$ cat config.mk
export PLATFORM = sky130hd
export DESIGN_NAME = lom_cell
export DESIGN_NICKNAME = d
export VERILOG_FILES = /design/src/rtl/lom_pkg.sv /design/src/rtl/lom_cell.sv
export SDC_FILE = /design/constraint.sdc
export NUM_CORES = 1
export LEC_CHECK = 0
export BUFFER_PORTS_ARGS = -buffer_cell sky130_fd_sc_hd__buf_2
export CORE_MARGIN = 8
export CORE_UTILIZATION = 54
export CTS_BUF_LIST = sky130_fd_sc_hd__clkbuf_16
export CTS_CLUSTER_SIZE = 10
export DETAILED_ROUTE_END_ITERATION = 6
export HOLD_SLACK_MARGIN = 0.08
export PLACE_DENSITY = 0.84
export SLEW_MARGIN = 20
export SYNTH_ARGS = -nofsm -noshare
export SYNTH_HDL_FRONTEND = slang
export SYNTH_SLANG_ARGS = --single-unit
$ cat constraint.sdc
create_clock -name clk -period 7 [get_ports clk]
set_input_delay 1.05 -clock clk [delete_from_list [all_inputs] [get_ports clk]]
set_output_delay 1.05 -clock clk [all_outputs]
set_load 0.005 [all_outputs]
$ cat src/rtl/lom_pkg.sv
// ---------------------------------------------------------------------------
// lom_pkg
// shared types and codes of the limit order matcher
// ---------------------------------------------------------------------------
package lom_pkg;

	localparam int MAX_RESULTS = 64;
	localparam int NW = $clog2(MAX_RESULTS + 1);

	localparam logic OP_ADD    = 1'b0;
	localparam logic OP_CANCEL = 1'b1;

	localparam logic [2:0] KIND_TRADE     = 3'd0;
	localparam logic [2:0] KIND_ADDED     = 3'd1;
	localparam logic [2:0] KIND_CANCELLED = 3'd2;
	localparam logic [2:0] KIND_NOT_FOUND = 3'd3;
	localparam logic [2:0] KIND_REJECT    = 3'd4;

	typedef enum logic [1:0] {
		ST_IDLE,
		ST_LAUNCH,
		ST_SCAN
	} state_t;

	typedef struct packed {
		logic kill;
		logic fill;
		logic rest;
	} cmd_t;

endpackage

$ cat src/rtl/lom_cell.sv
// ---------------------------------------------------------------------------
// lom_cell
// one book slot; folds its entry into the scan word passing down the row
// ---------------------------------------------------------------------------
module lom_cell #(
	parameter int MAX_ORDERS = 64,
	parameter int PRICE_BITS = 16,
	parameter int IDX = 0,
	localparam int IW = $clog2(MAX_ORDERS),
	localparam int SW = 4 + 3 * IW + 96 + PRICE_BITS
) (
	input  logic                  clk,
	input  logic                  arst_n,
	input  logic [SW-1:0]         scan_in,
	output logic [SW-1:0]         scan_out,
	input  lom_pkg::cmd_t         cmd,
	input  logic [IW-1:0]         wr_idx,
	input  logic [31:0]           wr_rem,
	input  logic [31:0]           key_id,
	input  logic                  aggr_sell,
	input  logic                  market,
	input  logic [PRICE_BITS-1:0] limit,
	input  logic [31:0]           counter
);
	import lom_pkg::*;

	typedef struct packed {
		logic                  vld;
		logic                  dup_hit;
		logic [IW-1:0]         dup_idx;
		logic                  free_hit;
		logic [IW-1:0]         free_idx;
		logic                  best_hit;
		logic [IW-1:0]         best_idx;
		logic [31:0]           best_id;
		logic [31:0]           best_rem;
		logic [PRICE_BITS-1:0] best_px;
		logic [31:0]           best_age;
	} scan_t;

	localparam logic [IW-1:0] ME = IW'(IDX);

	logic                  valid_q;
	logic [31:0]           id_q;
	logic                  sell_q;
	logic [PRICE_BITS-1:0] px_q;
	logic [31:0]           rem_q;
	logic [31:0]           arr_q;
	scan_t                 w_in;
	scan_t                 w_nx;
	scan_t                 w_q;
	logic [31:0]           age;
	logic                  elig;
	logic                  better;
	logic                  hit;

	assign w_in     = scan_in;
	assign scan_out = w_q;
	assign age      = counter - arr_q;
	assign hit      = (wr_idx == ME);

	always_comb begin
		elig = valid_q && (sell_q != aggr_sell) &&
			(market || (aggr_sell ? (px_q >= limit) : (px_q <= limit)));
		better = !w_in.best_hit ||
			(aggr_sell ? (px_q > w_in.best_px) : (px_q < w_in.best_px)) ||
			((px_q == w_in.best_px) && (age > w_in.best_age));
		w_nx = w_in;
		if (!w_in.dup_hit && valid_q && (id_q == key_id)) begin
			w_nx.dup_hit = 1'b1;
			w_nx.dup_idx = ME;
		end
		if (!w_in.free_hit && !valid_q) begin
			w_nx.free_hit = 1'b1;
			w_nx.free_idx = ME;
		end
		if (elig && better) begin
			w_nx.best_hit = 1'b1;
			w_nx.best_idx = ME;
			w_nx.best_id  = id_q;
			w_nx.best_rem = rem_q;
			w_nx.best_px  = px_q;
			w_nx.best_age = age;
		end
	end

	always_ff @(posedge clk or negedge arst_n) begin
		if (!arst_n) begin
			w_q <= '0;
		end else begin
			w_q <= w_nx;
		end
	end

	always_ff @(posedge clk or negedge arst_n) begin
		if (!arst_n) begin
			valid_q <= 1'b0;
		end else if (hit) begin
			priority if (cmd.rest) begin
				valid_q <= 1'b1;
			end else if (cmd.kill) begin
				valid_q <= 1'b0;
			end else if (cmd.fill && (wr_rem == 32'd0)) begin
				valid_q <= 1'b0;
			end
		end
	end

	always_ff @(posedge clk) begin
		if (hit && cmd.rest) begin
			id_q   <= key_id;
			sell_q <= aggr_sell;
			px_q   <= limit;
			rem_q  <= wr_rem;
			arr_q  <= counter;
		end else if (hit && cmd.fill) begin
			rem_q <= wr_rem;
		end
	end

endmodule

==> impl_metrics.json, run 1 <==
{
  "fmax_ghz": 0.165,
  "synth.most_common_cell": "nand2_1",
  "gp_congestion": 0.972,
  "worstMarginPinSlew_ps": 762,
  "combinationalPowerShare_pct": 15.1,
  "finalHoldViolations": 0,
  "timing.final.max_slew_violations": 0,
  "cts_resized": 0,
  "grt_pass1_vias": 10420,
  "p_switching_uw": 876,
  "required_ps": 7430,
  "globalRouteOverflowTotal": 0,
  "via_count": 10083,
  "yosys.area.top_type_share_pct": 27.7,
  "core_area_sq_um": 22500,
  "fillers": 1652,
  "internal_power_mw": 2.58,
  "vias_per_cell": 5.44,
  "p_clk_share_pct": 38.1,
  "die_x_microns": 167,
  "die-height_microns": 167,
  "synth_top_family_by_area": "simple AND/OR/NAND/NOR gates",
  "relSlewSlack_pct": 49.2,
  "setup_tns_ps": 0,
  "io_pins": 393,
  "yosys-top-cells-count": "262 x nand2_1, 135 x dfrtp_1, 113 x edfxtp_1, 97 x inv_1, 95 x ha_1",
  "powerDensity_nw_per_um2": 224,
  "min_period_over_period_pct": 86.7,
  "placed_area_sq_um": 14500,
  "dieArea_sq_um": 27800,
  "area.growth.synth_to_final_pct": 25.5,
  "p_seq_share_pct": 46.9,
  "cts_setup_buffers": 0,
  "first_pass_iters": 5,
  "cts.root.buffer_cell": "clkbuf_16",
  "p_sw_share_pct": 25.4,
  "synth-async-reset-ratio_pct": 54.4,
  "synthAdderAreaFrac_pct": 9.85,
  "grt_first_pass_wirelength_mm": 57.0,
  "syn_nets": 1495,
  "post-route-util_pct": 68.4,
  "setup_viol": 0,
  "synth-xor-area-share_pct": 4.28,
  "drt_iter0_drc": 754,
  "portBuffers": 392,
  "synthDistinctLibCells": 58,
  "routedWlPerCell_microns": 20.1,
  "start_util_pct": 54.5,
  "netlist_top_cells_area": "edfxtp_1 28%, dfrtp_1 28%, ha_1 9.7%",
  "clk_pin_slew_ps": 60,
  "antenna_found_initial": 8,
  "synthMuxAreaShare_pct": 2.39,
  "hpwl_mm": 28.7,
  "instances_no_fill": 1852,
  "start_kind": "input pin",
  "final_net_count": 1897,
  "regArea_sq_um": 6770,
  "critical_path.max_fanout": 34,
  "cts_tree": "done",
  "synth_seq_cells": 248,
  "drc": 0,
  "critPathArrivalTime_ps": 6500,
  "p_leak_nw": 7.56,
  "grt_usage_pct": 25.9,
  "rsz0062_at_grt": "no",
  "multi_input_area_sq_um": 5000,
  "yosys_warnings": 0,
  "grt_max_degree": 78,
  "cts_hold_buf": 0,
  "rows": 55,
  "antenna_left": 0,
  "max_cap_viol_count": 0,
  "ys.flop_type": "dfrtp_1",
  "clock_skew_ps": 19.2,
  "clk_path_buf_depth": 3,
  "clock_latency_ps": 530,
  "synth_compound_area_share_pct": 9.36,
  "fin_crit_ps": 6070,
  "drt-total-wl_mm": 37.1,
  "end_kind": "flop",
  "syn-cell-area_sq_um": 12300,
  "synth_top_area_cell": "edfxtp_1",
  "criticalPathCategory": "in2reg",
  "synth_area_per_cell_sq_um": 10.8,
  "synth-edff-count": 113,
  "yosys.area_share.simple_pct": 14.7,
  "status": "completed",
  "drive_gt1_share_pct": 30.0,
  "synth_cells": 1140,
  "seq_area_frac_synth_pct": 55.2,
  "cts_buffers": 29,
  "ir_worst_vdd_mv": 0.189,
  "cts_max_level": 1,
  "clkSinkCount": 248,
  "hold_class": "reg2reg",
  "final_cell_area_sq_um": 15400,
  "dp_cells": 1795
}
==> stage by stage <==
stage / power [mW] / hold WS [ps] / setup slack, ps
CTS: 3.48 / 438 / 1000
finish: 3.45 / 431 / 929
floorplan: 1.90 / 415 / 1670
global route: 3.59 / 453 / 446
detailed placement: 2.16 / 423 / 464
global placement: 2.14 / 417 / 656
==> routing by layer <==
metal | track usage (%) | routed length, microns | up-vias
li1 | - | - | 4733
met1 | 29.1 | 13800 | 4748
met2 | 46.7 | 18800 | 505
met3 | 6.12 | 3150 | 91
met4 | 10.1 | 1390 | 6
met5 | 0 | 33 | -
==> sequential cells by signal, summed over array words and instances (netlist names) <==
| name | count |
|---|---|
| id_q | 32 |
| valid_q | 1 |
| sell_q | 1 |
| scan_out | 134 |
| arr_q | 32 |
| rem_q | 32 |
| px_q | 16 |
==> cell families after synthesis <==
kind of cell,Yosys count
AOI/OAI and AO/OA,176
xor gates and xnor gates,60
adders and majority gates,96
buffers and inverters,127
DFF,248
muxes,26
and+or+nand+nor,407
==> worst paths after layout <==
check | startpoint | to | slack [ps] | cells after the start
hold / removal | rem_q[30] | scan_out[78] | 430 | 2
max in group asynchronous | arst_n | scan_out[7] | 5140 | 2
setup reg to reg | arr_q[0] | scan_out[34] | 1280 | 22
setup / recovery | counter[0] | scan_out[34] | 930 | 24
min in group asynchronous | arst_n | scan_out[126] | 560 | 1
hold reg to reg | rem_q[30] | scan_out[78] | 430 | 2
==> area by class of cell <==
cell class	instances	share of cell area [%]
repair buffers	401	13.4
clock inverters	21	0.512
diodes	5	0.0813
well taps	285	2.32
flip-flops and latches	248	44.0
clock buffers	30	4.88
inverters	97	2.37
multi-input cells	765	32.5
==> worst max-delay path: stages <==
cell and delay (ps):
buf_2 110, inv_1 60, ha_1 160, inv_1 50
fa_1 410, a211oi_1 250, o21ai_0 210, o21ai_0 480
a211oi_1 220, o21ai_0 260, nand2_1 180, a21o_1 220
xnor2_1 130, ha_1 300, nand4_1 120, nor4_1 560
a21oi_1 130, o211ai_1 130, o21ai_0 210, a211oi_4 340
buf_4 360, buf_4 350, nand2_1 100, o21ai_0 100
==> cell usage in the layout (no fill, tap or decap), drive strengths merged, types with 23 or more instances in the layout <==
cell | Yosys | routed
buf | 14 | 401
nand2 | 262 | 262
dfrtp | 135 | 135
inv | 97 | 115
edfxtp | 113 | 113
ha | 95 | 95
a21oi | 53 | 53
o21ai | 48 | 48
nor2 | 41 | 41
xnor2 | 40 | 40
clkbuf | 16 | 30
nand4 | 23 | 23
mux2 | 23 | 23
==> power groups by stage <==
stage | combinational [mW] | sequential, mW | clock (mW)
finish | 0.520 | 1.62 | 1.31
global route | 0.575 | 1.62 | 1.39
CTS | 0.520 | 1.62 | 1.34
detailed placement | 0.514 | 1.65 | 0
global placement | 0.499 | 1.65 | 0
floorplan | 0.255 | 1.65 | 0
No activity file was read; power rests on OpenSTA's default activity.
==> run 2: changes to the inputs <==
==> constraint.sdc (replaced) <==
create_clock -name clk -period 7 [get_ports clk]
set_input_delay 0.7 -clock clk [delete_from_list [all_inputs] [get_ports clk]]
set_output_delay 0.7 -clock clk [all_outputs]
set_load 0.005 [all_outputs]
==> run 2 against run 1 <==
Against the previous run: sequential cell count unchanged; maximum frequency increased by 3.6%; sequential power about the same; total power increased by 0.34%; clock skew decreased by 9.7 ps; critical path type is now reg2reg; final area about the same.
==> impl_metrics.json, run 2 (synthesis results as in run 1) <==
{
  "first_pass_iters": 5,
  "fin_crit_ps": 5860,
  "cts_tree": "done",
  "die_x_microns": 167,
  "crit_end": "scan_out[72]",
  "io_pins": 393,
  "globalRouteOverflowTotal": 0,
  "criticalPathCategory": "reg2reg",
  "fmax_ghz": 0.171,
  "area.growth.synth_to_final_pct": 25.4,
  "rsz0062_at_grt": "no",
  "die-height_microns": 167,
  "start_kind": "flop",
  "r2r_slack_ps": 1140,
  "cts_setup_buffers": 0,
  "ir_worst_vdd_mv": 0.173,
  "setup_viol": 0,
  "finalHoldViolations": 0,
  "cts_resized": 0,
  "r2r-end": "scan_out[72]",
  "start_util_pct": 54.5,
  "largest_reg_flops": 134,
  "grt_usage_pct": 26.1,
  "max_cap_viol_count": 0,
  "hold_class": "in2async",
  "drt-total-wl_mm": 37.4,
  "grt_pass1_vias": 10522,
  "p_total_mw": 3.46,
  "powerDensity_nw_per_um2": 225,
  "antenna_found_initial": 9,
  "hpwl_mm": 29.1,
  "portBuffers": 392,
  "clk_pin_slew_ps": 60,
  "vias_per_cell": 5.48,
  "setup_tns_ps": 0,
  "final_net_count": 1895,
  "grt_max_degree": 81,
  "drc": 0,
  "worstMarginPinSlew_ps": 1050,
  "clkSinkCount": 248,
  "cts_hold_buf": 0,
  "core_area_sq_um": 22500,
  "end_kind": "flop",
  "cts_buffers": 29,
  "dieArea_sq_um": 27800,
  "status": "completed",
  "cp-startpoint": "arr_q[1]",
  "critPathArrivalTime_ps": 6340,
  "clock_latency_ps": 550,
  "required_ps": 7480,
  "placed_area_sq_um": 14500,
  "clk_path_buf_depth": 3,
  "routedWlPerCell_microns": 20.2,
  "grt_first_pass_wirelength_mm": 57.7,
  "final_cell_area_sq_um": 15400,
  "final_common_cell": "buf_2",
  "rows": 55,
  "hold_ws_ps": 140,
  "critical_path.max_fanout": 35,
  "clock_skew_ps": 9.49,
  "timing.final.max_slew_violations": 0,
  "rr_worst_depth": 20,
  "post-route-util_pct": 68.4,
  "min_period_over_period_pct": 83.7,
  "drt_iter0_drc": 937,
  "cts_max_level": 1,
  "r2r-start": "arr_q[1]",
  "antenna_left": 0,
  "via_count": 10147,
  "drive_gt1_share_pct": 30.0,
  "fillers": 1618,
  "p_leak_nw": 7.57,
  "cts.root.buffer_cell": "clkbuf_16",
  "gp_congestion": 0.946,
  "layout.cells.most_common_list": "391 x buf_2, 262 x nand2_1, 135 x dfrtp_1",
  "relSlewSlack_pct": 29.8
}
## run 2: cell types whose count changed in the layout (fill, tap and decap cells not counted)
cell / previous run / this run
buf_4: 7 / 5
clkinv_1: 3 / 0
inv_16: 0 / 1
clkinv_2: 0 / 3
clkbuf_16: 30 / 29
inv_1: 115 / 118
## run 2: power breakdown
group          leakage, nW  internal, mW  switching, mW
Combinational         4.48         0.226          0.296
Sequential            2.60          1.59         0.0258
Clock                0.491         0.746          0.578
Total                 7.57          2.56          0.900
## run 2: worst min path at each step
| stage | cells after the start | start | endpoint |
|---|---|---|---|
| floorplan | 0 | arst_n | scan_out[0] |
| global placement | 2 | rem_q[17] | scan_out[65] |
| detailed placement | 2 | rem_q[22] | scan_out[70] |
| CTS | 1 | arst_n | scan_out[122] |
| global route | 1 | arst_n | scan_out[126] |
| finish | 1 | arst_n | scan_out[126] |
## run 2: through the flow
| step | setup slack [ps] | std cells |
|---|---|---|
| 2_1_floorplan | 2020 | 1140 |
| 3_3_place_gp | 958 | 1794 |
| 3_5_place_dp | 735 | 1794 |
| 4_1_cts | 1170 | 1848 |
| 5_1_grt | 652 | 1853 |
| 6_report | 1140 | 1853 |
## run 2: routing by layer
metal / GRT usage, % / wire, microns / vias to the layer above
met4: 12.5 / 1730 / 8
met5: 0 / 49 / -
met3: 5.98 / 2950 / 108
met1: 30.1 / 14000 / 4780
met2: 45.4 / 18700 / 509
li1: - / - / 4742
## run 2: layout make-up
type	instances	area [sq um]	area share (%)
multi-input combinational	765	5000	32.5
antenna	5	12.5	0.0813
timing repair buffer	399	2050	13.3
inverter	97	364	2.37
clock inverter	25	114	0.740
sequential	248	6770	44.0
tap	285	357	2.32
clock buffer	29	726	4.72
## run 2: worst max-delay path, cell delays in order, from the launching register on
cell       delay [ps]
edfxtp_1          310
inv_1              70
ha_1              260
nor2b_1           170
o2111ai_1         170
a2111oi_0         740
o211a_1           300
o2111ai_1         170
a31oi_1           430
a21oi_1           150
xor2_1            160
ha_1              310
nand4_1           140
nor4_1            510
and4b_1           260
o21ai_0            70
o21ai_0           190
a211o_2           680
buf_4             460
nand2_1           110
nand2_1           110
